<file path="config.mk">
export PLATFORM = sky130hd
export DESIGN_NAME = base64url_stream_decoder_unit
export DESIGN_NICKNAME = d
export VERILOG_FILES = /design/src/sv/b64d_pkg.sv /design/src/sv/base64url_stream_decoder_unit.sv
export SDC_FILE = /design/constraint.sdc
export NUM_CORES = 1
export LEC_CHECK = 0
export BUFFER_PORTS_ARGS = -buffer_cell sky130_fd_sc_hd__buf_2
export CORE_UTILIZATION = 57
export DETAILED_ROUTE_END_ITERATION = 12
export PLACE_DENSITY_LB_ADDON = 0.08
export SLEW_MARGIN = 20
export SYNTH_ARGS = -nofsm -noshare
export SYNTH_HDL_FRONTEND = slang
export SYNTH_SLANG_ARGS = --single-unit
</file>
<file path="constraint.sdc">
create_clock -name clk_i -period 3.1 [get_ports clk_i]
set_input_delay 0.31 -clock clk_i [delete_from_list [all_inputs] [get_ports clk_i]]
set_output_delay 0.31 -clock clk_i [all_outputs]
set_load 0.03 [all_outputs]
</file>
<file path="src/sv/b64d_pkg.sv">
// Package with the base64url alphabet lookup and shared widths for the decoder.
`default_nettype none
package b64d_pkg;

  localparam int unsigned CharW   = 8;
  localparam int unsigned SextetW = 6;
  localparam int unsigned HeldW   = 3 * SextetW;
  localparam int unsigned WordW   = 4 * SextetW;

  typedef struct packed {
    logic               ok;
    logic [SextetW-1:0] val;
  } sextet_t;

  function automatic sextet_t map_char(input logic [CharW-1:0] c);
    sextet_t r;
    r.ok  = 1'b1;
    r.val = '0;
    if (c >= 8'h41 && c <= 8'h5A) begin
      r.val = SextetW'(c - 8'h41);
    end else if (c >= 8'h61 && c <= 8'h7A) begin
      r.val = SextetW'(c - 8'h61 + 8'd26);
    end else if (c >= 8'h30 && c <= 8'h39) begin
      r.val = SextetW'(c - 8'h30 + 8'd52);
    end else if (c == 8'h2D) begin
      r.val = SextetW'(62);
    end else if (c == 8'h5F) begin
      r.val = SextetW'(63);
    end else begin
      r.ok = 1'b0;
    end
    return r;
  endfunction

endpackage
`default_nettype wire

</file>
<file path="src/sv/base64url_stream_decoder_unit.sv">
// Streaming base64url decoder: input register, sextet packing and a result block register.
//
// Channel  Direction  Handshake                 Payload
// in       input      in_valid_i / in_stall_o   in_char_i, final_char_i
// out      output     out_valid_o / out_stall_i out_byte_o, byte_valid_o,
//                                               end_of_message_o, bad_length_o
//
// One character is taken per cycle while in_stall_o is low.
// Characters that add no result pass the input register while the result register drains.
// A fourth sextet or a final character waits there until the last pending byte transfers,
// so a final character right after a full block pauses input transfers.
// Reset clears the sextet count, the held sextets and all valid flags.
// An output stall holds the result register and a block-loading input character.
`default_nettype none
module base64url_stream_decoder_unit
  import b64d_pkg::*;
(
  input  wire logic             clk_i,
  input  wire logic             rst_ni,
  input  wire logic             in_valid_i,
  output logic                  in_stall_o,
  input  wire logic [CharW-1:0] in_char_i,
  input  wire logic             final_char_i,
  output logic                  out_valid_o,
  input  wire logic             out_stall_i,
  output logic [7:0]            out_byte_o,
  output logic                  byte_valid_o,
  output logic                  end_of_message_o,
  output logic                  bad_length_o
);

  logic             in_vld_q, in_vld_d;
  logic [CharW-1:0] in_char_q;
  logic             in_fin_q;

  logic [1:0]       sextet_count_q, sextet_count_d;
  logic [HeldW-1:0] held_q, held_d;

  logic [WordW-1:0] blk_word_q, blk_word_d;
  logic [1:0]       blk_cnt_q, blk_cnt_d;
  logic             blk_bv_q, blk_bv_d;
  logic             blk_eom_q, blk_eom_d;
  logic             blk_bad_q, blk_bad_d;

  logic             in_fire, out_fire, blk_free, need_blk, adv;
  sextet_t          sx;
  logic [WordW-1:0] acc;

  assign out_valid_o      = (blk_cnt_q != 2'd0);
  assign out_fire         = out_valid_o && !out_stall_i;
  assign blk_free         = (blk_cnt_q == 2'd0) || (blk_cnt_q == 2'd1 && out_fire);
  assign need_blk         = in_fin_q || (sx.ok && sextet_count_q == 2'd3);
  assign adv              = in_vld_q && (blk_free || !need_blk);
  assign in_stall_o       = in_vld_q && need_blk && !blk_free;
  assign in_fire          = in_valid_i && !in_stall_o;
  assign in_vld_d         = in_fire || (in_vld_q && !adv);

  assign out_byte_o       = blk_word_q[WordW-1 -: 8];
  assign byte_valid_o     = blk_bv_q;
  assign end_of_message_o = blk_eom_q && (blk_cnt_q == 2'd1);
  assign bad_length_o     = blk_bad_q;

  assign sx  = map_char(in_char_q);
  assign acc = {held_q, sx.val};

  always_comb begin
    sextet_count_d = sextet_count_q;
    held_d         = held_q;
    blk_word_d     = blk_word_q;
    blk_cnt_d      = blk_cnt_q;
    blk_bv_d       = blk_bv_q;
    blk_eom_d      = blk_eom_q;
    blk_bad_d      = blk_bad_q;
    if (out_fire) begin
      blk_word_d = {blk_word_q[WordW-9:0], 8'h00};
      blk_cnt_d  = blk_cnt_q - 2'd1;
    end
    if (adv) begin
      if (!sx.ok) begin
        if (in_fin_q) begin
          blk_word_d     = '0;
          blk_cnt_d      = 2'd1;
          blk_bv_d       = 1'b0;
          blk_eom_d      = 1'b1;
          blk_bad_d      = 1'b0;
          sextet_count_d = 2'd0;
          held_d         = '0;
        end
      end else if (!in_fin_q) begin
        if (sextet_count_q != 2'd3) begin
          sextet_count_d = sextet_count_q + 2'd1;
          held_d         = acc[HeldW-1:0];
        end else begin
          blk_word_d     = acc;
          blk_cnt_d      = 2'd3;
          blk_bv_d       = 1'b1;
          blk_eom_d      = 1'b0;
          blk_bad_d      = 1'b0;
          sextet_count_d = 2'd0;
          held_d         = '0;
        end
      end else begin
        sextet_count_d = 2'd0;
        held_d         = '0;
        blk_eom_d      = 1'b1;
        case (sextet_count_q)
          2'd0: begin
            blk_word_d = '0;
            blk_cnt_d  = 2'd1;
            blk_bv_d   = 1'b0;
            blk_bad_d  = 1'b1;
          end
          2'd1: begin
            blk_word_d = {acc[11:0], 12'h000};
            blk_cnt_d  = 2'd1;
            blk_bv_d   = 1'b1;
            blk_bad_d  = 1'b0;
          end
          2'd2: begin
            blk_word_d = {acc[17:0], 6'h00};
            blk_cnt_d  = 2'd2;
            blk_bv_d   = 1'b1;
            blk_bad_d  = 1'b0;
          end
          default: begin
            blk_word_d = acc;
            blk_cnt_d  = 2'd3;
            blk_bv_d   = 1'b1;
            blk_bad_d  = 1'b0;
          end
        endcase
      end
    end
  end

  always_ff @(posedge clk_i or negedge rst_ni) begin
    if (!rst_ni) begin
      in_vld_q       <= 1'b0;
      sextet_count_q <= 2'd0;
      held_q         <= '0;
      blk_cnt_q      <= 2'd0;
      blk_bv_q       <= 1'b0;
      blk_eom_q      <= 1'b0;
      blk_bad_q      <= 1'b0;
    end else begin
      in_vld_q       <= in_vld_d;
      sextet_count_q <= sextet_count_d;
      held_q         <= held_d;
      blk_cnt_q      <= blk_cnt_d;
      blk_bv_q       <= blk_bv_d;
      blk_eom_q      <= blk_eom_d;
      blk_bad_q      <= blk_bad_d;
    end
  end

  always_ff @(posedge clk_i) begin
    blk_word_q <= blk_word_d;
    if (in_fire) begin
      in_char_q <= in_char_i;
      in_fin_q  <= final_char_i;
    end
  end

  a_marker_alone: assert property (@(posedge clk_i) disable iff (!rst_ni)
    out_valid_o && !byte_valid_o |-> blk_cnt_q == 2'd1 && end_of_message_o)
    else $error("end marker shares the result register with data bytes");

  a_bad_is_marker: assert property (@(posedge clk_i) disable iff (!rst_ni)
    out_valid_o && bad_length_o |-> !byte_valid_o)
    else $error("bad length flagged on a data byte");

  a_final_clears: assert property (@(posedge clk_i) disable iff (!rst_ni)
    adv && in_fin_q |=> sextet_count_q == 2'd0 && held_q == '0)
    else $error("state not cleared after a final character");

  a_no_overwrite: assert property (@(posedge clk_i) disable iff (!rst_ni)
    blk_cnt_q > 2'd1 || (blk_cnt_q == 2'd1 && out_stall_i) |-> !(adv && need_blk))
    else $error("new block loaded over pending results");

endmodule
`default_nettype wire
</file>
Word-level counts from Yosys, hierarchy flattened. Cells that the tools add are included.

Register bits after elaboration: 59. Input bits: 13. Word-level logic and storage cells: 103.

$add $sub $neg: 7. Order comparisons: 6. Equality and inequality tests: 8. Multiplexer cells: 44. Reduce and logical (&&, ||, !) cells: 28.

Operators by type and width (number): $mux W24 (6); $mux W18 (4); $pmux W24 S3 (1); $mux W6 (5); $mux W2 (10); $mux W1 (17); $ge A8 B7 Y1 const B (2); $le A8 B7 Y1 const B (2); $logic_and A1 B1 Y1 (12); $sub A6 B6 Y6 const B (2); $eq A8 B6 Y1 const B (1); $eq A8 B7 Y1 const B (1); $ge A8 B6 Y1 const B (1); $le A8 B6 Y1 const B (1); $add A6 B5 Y6 const B (1); $add A6 B6 Y6 const B (1); $sub A6 B1 Y6 const B (1); $logic_not A1 Y1 (5); $eq A2 B1 Y1 const B (2); $eq A2 B2 Y1 const B (2); $logic_not A2 Y1 (2); $logic_or A1 B1 Y1 (4); $ne A2 B2 Y1 const B (2); $pmux W2 S2 (1); other kinds (6) (7).

Depth between registers and ports, before layout. Gate-level depths: netlist (run 1).

Depth after elaboration: 14. Mapped depth: 11.

Worst setup path before layout (run 1). No wires, ideal clock.

Path kind: reg-to-reg. Start point: reg in_char_q[2]. End point: reg in_char_q[0] (enable). Arrival time: 2352 ps. Slack: 410 ps. Cell stages (with the launch flop): 9. Buffers on the path: 0. Period minus slack after synthesis: 2690 ps. Path through: edfxtp_1 inv_1 ha_1 a21o_1 nand2_1 o311ai_4 a21boi_0 o211ai_1 and2_1.

Longest elaborated chain between the ends: 12.

RTL lines: from (decl) (line base64url_stream_decoder_unit.sv:33) `logic [CharW-1:0] in_char_q;`; from (signal assigned) (line base64url_stream_decoder_unit.sv:159) `in_char_q <= in_char_i;`; branches (longest 5 deep; another with $ge A8 B6 Y1); $mux W1 (*) (line b64d_pkg.sv:19) `if (c >= 8'h41 && c <= 8'h5A) begin`; $logic_and A1 B1 Y1 (*) (line base64url_stream_decoder_unit.sv:52) `assign need_blk = in_fin_q || (sx.ok && sextet_count_q == 2'd3);`; $logic_or A1 B1 Y1 (*) (line base64url_stream_decoder_unit.sv:52); $logic_and A1 B1 Y1 (*) (2 in a row) (line base64url_stream_decoder_unit.sv:54) `assign in_stall_o = in_vld_q && need_blk && !blk_free;`; $logic_not A1 Y1 (*) (line base64url_stream_decoder_unit.sv:55) `assign in_fire = in_valid_i && !in_stall_o;`; $logic_and A1 B1 Y1 (*) (line base64url_stream_decoder_unit.sv:55); net in_fire (line base64url_stream_decoder_unit.sv:45) `logic in_fire, out_fire, blk_free, need_blk, adv;`.

Mark *: on every way through the listed nets, which the timed path passes. A chain may end at the register's enable or synchronous reset.

Worst setup path after layout (run 1).
Start point: reg in_char_q[0]. End point: out in_stall_o.

Longest elaborated chain between the ends: 10.

RTL lines: branches (longest 5 deep; another with $ge A8 B6 Y1); $mux W1 (*) (line b64d_pkg.sv:19); $logic_and A1 B1 Y1 (*) (line base64url_stream_decoder_unit.sv:52); $logic_or A1 B1 Y1 (*) (line base64url_stream_decoder_unit.sv:52); $logic_and A1 B1 Y1 (*) (2 in a row) (line base64url_stream_decoder_unit.sv:54); to (decl) (line base64url_stream_decoder_unit.sv:21) `output logic in_stall_o,`.

Mark *: on every way between the ends.

==> summary.txt, run 1 <==
number of antenna violations at the first check in global routing = 0
RR Startpoint = in_char_q[1]$_DFFE_PP_
clk_skew = 10.2 ps
CTS sink count = 59
Static Leak = 1.74 nW
combinational power share = 0.347
final worst path period share = 0.935
RSZ-0062 raised after global routing = no
die width = 80.8 um
CTS Buf Count = 9
post-DR wirelength/cell = 19.1 um
CTS tree = done
first-pass GRT wire length = 14.8 mm
CTS Buffer Depth = 2
detailed placement HPWL = 6.53 mm
Slew @ Worst Pin = 619 ps
number of port buffers = 25
arrival time worst endpoint = 2590 ps
Slew Limit Fails = 0
nets@finish = 431
cell area power density = 773 mW/mm2
Crit Path Class = reg2out
Worst path most repeated cell = inv_1
Total GRT Usage = 0.305
status = finished clean
Setup TNS = 0 ps
Initial Util = 0.594
Placer Congestion = 0.941
Max FO, Critical Path = 6
Clk pwr share = 0.282
DRC viols = 0
final WL = 9.21 mm
vias in the first global route = 2,962
Seq cells post-synth = 59
Final min period = 2900 ps
setup violators final = 0
max-cap violations = 0
Area Growth Syn to Fin = 14.9%
pin count of the biggest net entering global routing = 27
share of cells above drive strength 1 = 0.233
post-synth top area share = 0.184
die area = 0.00652 mm2
slowest CP cell = edfxtp_1
Max Fclk = 345 MHz
clk_lat worst skew = 350 ps
via count = 3,091
Hold Crit Depth = 1
CP Data Required Time = 2790 ps
sw frac = 0.380
peak supply drop = 0.525 mV
slowest stage delay, CP = 440 ps
Ys Warns = 0
HP Start = in_char_i[7]
number of cells on the worst reg-to-reg path = 9
cells along the critical path = inv_1, ha_1, nor2b_1, o211ai_2, o311ai_4, a21boi_1, o211ai_1, inv_1, buf_2
top post-synthesis cells by area = dfrtp_1 18%, dfxtp_1 14%, edfxtp_1 7.6%
Seq/Total Area, Yosys = 0.396
cell taking the most area after synthesis = dfrtp_1
Top FF cell, synth = dfrtp_1
Final Hold Fails = 0
ys async rst share = 0.441
Top Ports = 26
hold endpoint = in_char_q[7]$_DFFE_PP_
worst r2r dst = blk_word_q[9]$_DFF_P_
final core occ = 0.683
Seq pwr share = 0.370
1st-pass router iterations = 5
Post-synth EDFFs = 9
row count = 28
library cells used by synthesis = 69
# diodes = 0
Reg clk slew, reported paths = 70 ps
Sw Pwr = 0.00119 W
Syn Nets = 397
root buffer cell = clkbuf_8
HP Class = in2reg
Synth Instances = 368
via/cell ratio = 6.41
startpoint types = flop
initial drt markers = 318
mapped cell area = 0.00354 mm2
grt total ovfl = 0
Clock H-tree levels = 3
Core ar. = 0.00596 mm2
slew margin rel. = 0.586
Routed Antenna Nets = 0
Die Span Y = 80.8 um
Synth Area per Inst = 9.61 um2
internal power = 0.00195 W
crit path capture type = primary output
R2R Setup Slk = 270 ps
[layer usage]
layer	global-route usage	wire, um	vias to the layer above
met4	0.129	253	0
met1	0.405	3990	1479
met2	0.489	4310	139
met3	0.0517	659	23
li1	-	-	1450
met5	0	0	-
[repair_timing]
action	in CTS	in global routing
hold buffers	1	0
setup endpoints to repair	0	10
gates resized for setup	0	3
hold endpoints to repair	26	0
setup buffers	0	9
[power groups by stage]
stage          Sequential (W)  Combinational [W]  Clock (W)
6_report              0.00116            0.00109   0.000888
3_5_place_dp          0.00118            0.00105          0
4_1_cts               0.00116            0.00105   0.000892
2_1_floorplan         0.00113           0.000791          0
5_1_grt               0.00119            0.00119   0.000926
3_3_place_gp          0.00117            0.00104          0
[cell usage after synthesis (2+ instances only)]
cell       n
nand2_1   39
o21ai_0   34
dfrtp_1   26
dfxtp_1   24
mux2i_1   17
ha_1      16
inv_1     14
a22o_1    13
nor2_1    12
a21oi_1   11
buf_2      9
clkbuf_1   9
edfxtp_1   9
buf_4      8
nand3_1    8
mux2_2     7
a222oi_1   6
a31oi_1    6
nor2b_1    6
a31o_2     5
nor3_1     5
o22ai_1    5
and2_1     4
nand4_1    4
o32ai_1    4
a221o_1    3
a221oi_1   3
a32o_1     3
a32oi_1    3
and3_1     3
nand2b_1   3
o211ai_1   3
or3_1      3
xnor2_1    3
a211oi_1   2
a21o_1     2
a22o_2     2
nor4b_1    2
o31ai_1    2
[critical path, delay by kind of cell (launching register included)]
kind,cells,cell delay (ps)
DFF,1,440
buffers and inverters,3,390
AOI/OAI and AO/OA,4,970
adders and majority gates,1,270
and+or+nand+nor,1,160
[logic make-up (layout without fill, tap and decap cells)]
family / count (synthesis) / after routing / share of synthesized area
compound gates: 123 / 123 / 0.264
simple gates: 99 / 99 / 0.144
flops: 59 / 59 / 0.396
buf+inv: 43 / 82 / 0.0594
mux: 24 / 24 / 0.0704
fa+ha+maj: 16 / 16 / 0.0566
xor+xnor: 4 / 4 / 0.00991
[cell usage in the layout (no fill, tap or decap), drive strengths merged, types with 3 or more instances in the layout]
master	Yosys	routed
a31oi	6	6
a31o	5	5
buf	19	48
o211ai	4	4
ha	16	16
edfxtp	9	9
inv	15	16
a21oi	12	12
a221o	4	4
o21ai	35	35
bufinv	0	3
o31ai	3	3
and3	4	4
a32oi	3	3
dfxtp	24	24
nor2	13	13
a222oi	6	6
mux2	7	7
o32ai	4	4
nand2	39	39
a221oi	3	3
nand3	8	8
nand2b	3	3
nor2b	6	6
nand4	4	4
a22o	15	15
and2	4	4
clkbuf	9	10
nor3	5	5
dfrtp	26	26
mux2i	17	17
a32o	3	3
o22ai	5	5
xnor2	3	3
or3	3	3
[metrics by stage]
step	hold slack, ps	total power [W]	area, um2	worst slack [ps]	instances
floorplan	14.4	0.00192	3540	410	368
global placement	330	0.00221	3720	320	456
detailed placement	336	0.00223	3720	211	456
CTS	137	0.00311	3980	22.5	473
global route	136	0.00331	4070	34.8	482
finish	133	0.00314	4070	203	482
[state kept, by name, summed over array words and instances, names as in the netlist]
register,flops
blk_eom_q,1
sextet_count_q,2
byte_valid_o,1
held_q,18
blk_cnt_q,2
in_char_q,8
bad_length_o,1
blk_word_q,24
in_vld_q,1
in_fin_q,1
[cell type report]
| cell class | instances | area [um2] |
|---|---|---|
| timing repair buffer | 51 | 325 |
| fill | 458 | 1890 |
| clock inverter | 7 | 124 |
| sequential | 59 | 1400 |
| clock buffer | 9 | 124 |
| multi-input combinational | 266 | 1940 |
| tap | 75 | 93.8 |
| inverter | 15 | 56.3 |
[how the worst max path moves through the flow]
stage | from | endpoint | slack (ps) | cells past startpoint
after floorplan | in_char_q[2]$_DFFE_PP_ | in_char_q[0]$_DFFE_PP_ | 410 | 8
after global placement | in_char_q[2]$_DFFE_PP_ | in_char_q[4]$_DFFE_PP_ | 320 | 8
after detailed placement | in_char_q[2]$_DFFE_PP_ | in_char_q[3]$_DFFE_PP_ | 210 | 8
after CTS | in_char_q[2]$_DFFE_PP_ | in_stall_o | 20 | 9
after global routing | in_char_q[0]$_DFFE_PP_ | in_stall_o | 30 | 9
final | in_char_q[0]$_DFFE_PP_ | in_stall_o | 200 | 9
(Power assumes the default switching activity.)
==> run 2: changes to the inputs <==
--- a/config.mk
+++ b/config.mk
@@ -7,6 +7,7 @@
 export LEC_CHECK = 0
 export BUFFER_PORTS_ARGS = -buffer_cell sky130_fd_sc_hd__buf_2
 export CORE_UTILIZATION = 57
+export CTS_BUF_LIST = sky130_fd_sc_hd__clkbuf_8
 export DETAILED_ROUTE_END_ITERATION = 12
 export PLACE_DENSITY_LB_ADDON = 0.08
 export SLEW_MARGIN = 20
==> constraint.sdc (replaced) <==
create_clock -name clk_i -period 3.5 [get_ports clk_i]
set_input_delay 0.35 -clock clk_i [delete_from_list [all_inputs] [get_ports clk_i]]
set_output_delay 0.35 -clock clk_i [all_outputs]
set_load 0.03 [all_outputs]
==> run 2 against run 1 <==
  * Core utilization is 3.6 points lower
  * Clock power is 33% lower
  * Global-route usage is 0.96 points lower
  * Final area is 5.3% lower
  * Worst setup slack better by 32 ps
  * Total power is 19% lower
  * Wire length is 3.4% lower
  * First-iteration DRC count is 22% lower
  * Via count is 3.6% lower
  * Combinational power is 16% lower
  * Largest cell class unchanged
==> summary.txt, run 2 (same netlist as run 1, synthesis figures left out) <==
max-cap violations = 0
Max FO, Critical Path = 9
Initial Util = 0.594
CTS tree = done
post-route insts no fill = 464
Placer Congestion = 0.993
Slew Limit Fails = 0
clk_lat worst skew = 350 ps
post-cts resize count = 0
DRC viols = 0
Slew @ Worst Pin = 799 ps
commonest non-fill, non-tap cell in the layout = nand2_1
root buffer cell = clkbuf_8
final core occ = 0.646
final instance area = 0.00385 mm2
post-DR wirelength/cell = 19.2 um
Setup TNS = 0 ps
clk_skew = 9.14 ps
status = finished clean
via count = 2,980
number of antenna violations at the first check in global routing = 0
pre-CTS setup slack = 554 ps
Reg with most FFs = blk_word_q
die width = 80.8 um
Max Fclk = 306 MHz
cell area after placement = 0.00366 mm2
# diodes = 0
Placed Instances = 448
crit path capture type = primary output
row count = 28
Total GRT Usage = 0.295
grt total ovfl = 0
Final min period = 3260 ps
Setup WS post-layout = 235 ps
startpoint types = flop
peak supply drop = 0.495 mV
initial drt markers = 247
die area = 0.00652 mm2
CP Data Required Time = 3150 ps
Setup Buffers After CTS = 0
pin count of the biggest net entering global routing = 27
detailed placement HPWL = 6.53 mm
Routed Antenna Nets = 0
Core ar. = 0.00596 mm2
slew margin rel. = 0.466
cell area power density = 661 mW/mm2
final WL = 8.90 mm
Die Span Y = 80.8 um
Final Hold Fails = 0
share of cells above drive strength 1 = 0.190
setup violators final = 0
arrival time worst endpoint = 2910 ps
Area Growth Syn to Fin = 8.84%
CTS Buf Count = 9
number of cells on the worst reg-to-reg path = 8
CTS sink count = 59
top flop regs = blk_word_q: 24 flops, held_q: 18 flops, in_char_q: 8 flops
Static Leak = 1.63 nW
CTS Buffer Depth = 2
commonest cells after routing, fill and taps aside = 39 x nand2_1, 34 x o21ai_0, 26 x dfrtp_1, 25 x buf_2, 24 x dfxtp_1
vias in the first global route = 2,851
1st-pass router iterations = 5
hold_buf cts = 0
Top Ports = 26
RSZ-0062 raised after global routing = no
max FFs per register = 24
R2R Setup Slk = 540 ps
via/cell ratio = 6.42
Crit Path Class = reg2out
final worst path period share = 0.933
HP Class = in2async
Clock H-tree levels = 3
number of port buffers = 25
nets@finish = 413
Reg clk slew, reported paths = 70 ps
first-pass GRT wire length = 14.2 mm
-- run 2: changes by cell type in the layout (fill, tap and decap cells not counted), sizes merged --
cell / before / now
dlygate4sd3: 1 / 0
clkinv: 2 / 1
bufinv: 3 / 1
clkinvlp: 1 / 0
dlymetal6s2s: 1 / 0
buf: 48 / 33
inv: 16 / 19
-- run 2: routing by layer --
layer	routed length [um]	track usage	part of all wire	vias to the layer above
li1	-	-	-	1414
met1	4060	0.380	0.46	1441
met2	4190	0.483	0.47	105
met3	442	0.0562	0.050	20
met4	213	0.125	0.024	0
met5	0	0	0	-
-- run 2: power breakdown --
group / switching [W] / internal (W) / leakage (nW)
Clock: 0.000263 / 0.000337 / 0.111
Combinational: 0.000567 / 0.000346 / 0.895
Sequential: 0.000165 / 0.000867 / 0.621
-- run 2: through the flow --
| stage | power (W) | hold WS, ps |
|---|---|---|
| floorplan | 0.00170 | 54.4 |
| global placement | 0.00193 | 375 |
| detailed placement | 0.00194 | 385 |
| CTS | 0.00254 | 13.2 |
| global route | 0.00268 | 56.9 |
| finish | 0.00254 | 0.0711 |
-- run 2: layout make-up --
cell class / instances / area, um2
clock buffer: 10 / 138
tap: 75 / 93.8
sequential: 59 / 1400
timing repair buffer: 33 / 185
clock inverter: 6 / 50.0
inverter: 15 / 56.3
multi-input combinational: 266 / 1930
fill: 500 / 2110
-- run 2: worst paths after layout --
kind,to,from
max,in_stall_o,in_char_q[1]$_DFFE_PP_
min in group clk_i,in_char_q[4]$_DFFE_PP_,in_char_i[4]
min,held_q[3]$_DFFE_PN0P_,rst_ni
max in group asynchronous,in_vld_q$_DFF_PN0_,rst_ni
min reg2reg,blk_word_q[4]$_DFF_P_,blk_word_q[4]$_DFF_P_
max reg2reg,in_char_q[5]$_DFFE_PP_,in_char_q[2]$_DFFE_PP_
-- run 2: critical path: stages, from the launching register on --
cell and delay (ps):
edfxtp_1 500, inv_1 140, ha_1 270, nor2b_1 160
o211ai_2 300, o311ai_4 220, a21boi_0 480, o211ai_1 210
inv_1 90, buf_2 190
==> run 3: changes to the inputs <==
--- a/config.mk
+++ b/config.mk
@@ -5,11 +5,12 @@
 export SDC_FILE = /design/constraint.sdc
 export NUM_CORES = 1
 export LEC_CHECK = 0
-export BUFFER_PORTS_ARGS = -buffer_cell sky130_fd_sc_hd__buf_2
+export BUFFER_PORTS_ARGS = -buffer_cell sky130_fd_sc_hd__clkbuf_2
 export CORE_UTILIZATION = 57
 export CTS_BUF_LIST = sky130_fd_sc_hd__clkbuf_8
 export DETAILED_ROUTE_END_ITERATION = 12
 export PLACE_DENSITY_LB_ADDON = 0.08
+export SKIP_LAST_GASP = 1
 export SLEW_MARGIN = 20
 export SYNTH_ARGS = -nofsm -noshare
 export SYNTH_HDL_FRONTEND = slang
==> run 3 against run 2 <==
  * Wire length up 1.7%
  * Clock-buffer cell count unchanged
  * Global-route usage up 0.92 points
  * Fmax up 4.9%
  * First-iteration DRC count up 10%
  * Sequential share of layout area down 0.36 points
  * Register-to-register slack better by 70 ps
  * Non-clock buffer count up 1
  * Combinational power up 0.5%
  * Sequential cell count unchanged
  * Die area unchanged
  * Total power up 4.1%
  * Critical endpoint unchanged
==> summary.txt, run 3 (same netlist as run 1, synthesis figures left out) <==
status = finished clean
clk_skew = 13.0 ps
number of antenna violations at the first check in global routing = 0
final worst path period share = 0.889
Reg clk slew, reported paths = 70 ps
Sw Pwr = 0.00102 W
post-DR wirelength/cell = 19.5 um
CTS tree = done
Reg area = 0.00140 mm2
die width = 80.8 um
Placer Congestion = 0.894
clk_lat worst skew = 350 ps
max-cap violations = 0
Clk pwr share = 0.262
via/cell ratio = 6.41
slowest stage delay, CP = 510 ps
via count = 2,982
Initial Util = 0.594
internal power = 0.00163 W
Pwr Total = 0.00265 W
vias in the first global route = 2,881
top flop regs = blk_word_q: 24 flops, held_q: 18 flops, in_char_q: 8 flops
cell area after placement = 0.00367 mm2
first-pass GRT wire length = 14.6 mm
number of port buffers = 25
Worst path most repeated cell = inv_1
Static Leak = 1.64 nW
Routed Antenna Nets = 0
Max Fclk = 321 MHz
fill cell count = 495
Slew @ Worst Pin = 778 ps
sw frac = 0.385
# diodes = 0
Final min period = 3110 ps
nets@finish = 414
Seq pwr share = 0.392
commonest non-fill, non-tap cell in the layout = nand2_1
cell area power density = 681 mW/mm2
final WL = 9.05 mm
Reg with most FFs = blk_word_q
die area = 0.00652 mm2
peak supply drop = 0.483 mV
Slew Limit Fails = 0
DRC viols = 0
Clock H-tree levels = 3
share of cells above drive strength 1 = 0.197
Crit Path Class = reg2out
Setup TNS = 0 ps
initial drt markers = 272
Area Growth Syn to Fin = 9.94%
HP Class = in2async
pin count of the biggest net entering global routing = 29
Total GRT Usage = 0.304
arrival time worst endpoint = 2760 ps
detailed placement HPWL = 6.54 mm
row count = 28
slowest CP cell = edfxtp_1
root buffer cell = clkbuf_8
CP Data Required Time = 3150 ps
Max FO, Critical Path = 9
CTS Buffer Depth = 2
combinational power share = 0.346
setup violators final = 0
1st-pass router iterations = 8
crit path capture type = primary output
Core ar. = 0.00596 mm2
area of the multi-input gates = 0.00193 mm2
slew margin rel. = 0.479
grt total ovfl = 0
commonest cells after routing, fill and taps aside = 39 x nand2_1, 34 x o21ai_0, 26 x dfrtp_1, 25 x clkbuf_2, 24 x dfxtp_1
final instance area = 0.00389 mm2
RSZ-0062 raised after global routing = no
Final Hold Fails = 0
Die Span Y = 80.8 um
startpoint types = flop
max FFs per register = 24
CTS sink count = 59
Top Ports = 26
CTS Buf Count = 9
cells along the critical path = inv_1, ha_1, nor2b_1, o211ai_2, o311ai_4, a21boi_1, o211ai_1, inv_1, clkbuf_2
-- run 3: changes by cell type in the layout (fill, tap and decap cells not counted), sizes merged --
cell    before  now
clkbuf      10   35
bufinv       1    2
inv         19   17
clkinv       1    2
buf         33    9
-- run 3: worst paths after layout --
check	start	end	slack (ps)	cells past startpoint
worst max-delay path	in_char_q[1]$_DFFE_PP_	in_stall_o	390	9
worst min-delay path	rst_ni	held_q[9]$_DFFE_PN0P_	20	1
worst max register to register	in_char_q[2]$_DFFE_PP_	in_char_q[2]$_DFFE_PP_	610	8
worst min register to register	blk_eom_q$_DFFE_PN0P_	blk_eom_q$_DFFE_PN0P_	470	2
max in group asynchronous	rst_ni	bad_length_o$_DFFE_PN0P_	3050	1
min in group clk_i	in_char_i[5]	in_char_q[5]$_DFFE_PP_	180	1
-- run 3: cell type report --
cell class / count / share of cell area
clock buffers: 10 / 0.0354
repair buffers: 34 / 0.0495
inverters: 15 / 0.0145
well taps: 75 / 0.0241
clock inverters: 6 / 0.0209
flip-flops and latches: 59 / 0.360
multi-input cells: 266 / 0.495
-- run 3: routing by layer --
metal / share of wire / wire length [um] / global-route usage / vias to the layer above
li1: - / - / - / 1421
met1: 0.44 / 3990 / 0.391 / 1400
met2: 0.45 / 4080 / 0.492 / 133
met3: 0.076 / 688 / 0.0663 / 28
met4: 0.033 / 299 / 0.134 / 0
met5: 0 / 0 / 0 / -
-- run 3: stage by stage --
stage,instances,setup WS [ps],utilization,hold slack (ps)
4_1_cts,465,280,0.653,34.8
6_report,465,389,0.653,19.2
5_1_grt,465,93.5,0.653,80.4
3_3_place_gp,449,616,0.616,395
2_1_floorplan,368,810,-,54.4
3_5_place_dp,449,559,0.616,404
-- run 3: critical path, delay by kind of cell (launching register included) --
kind                       cells  cell delay (ps)
adders and majority gates      1              260
AOI/OAI and AO/OA              4             1060
buffers and inverters          3              440
DFF                            1              510
and+or+nand+nor                1              160
-- run 3: power groups by stage --
stage,Combinational [W],Clock (W),Sequential (W)
after floorplan,0.000700,0,0.00100
after global placement,0.000894,0,0.00104
after detailed placement,0.000901,0,0.00105
after CTS,0.000906,0.000700,0.00103
after global routing,0.00100,0.000728,0.00106
final,0.000917,0.000694,0.00104
-- run 3: repair_timing --
item | CTS | global route
resized for setup | 0 | 1
buffers inserted | 0 | 0
hold buffers | 0 | 0
endpoints found under the setup margin | 0 | 1
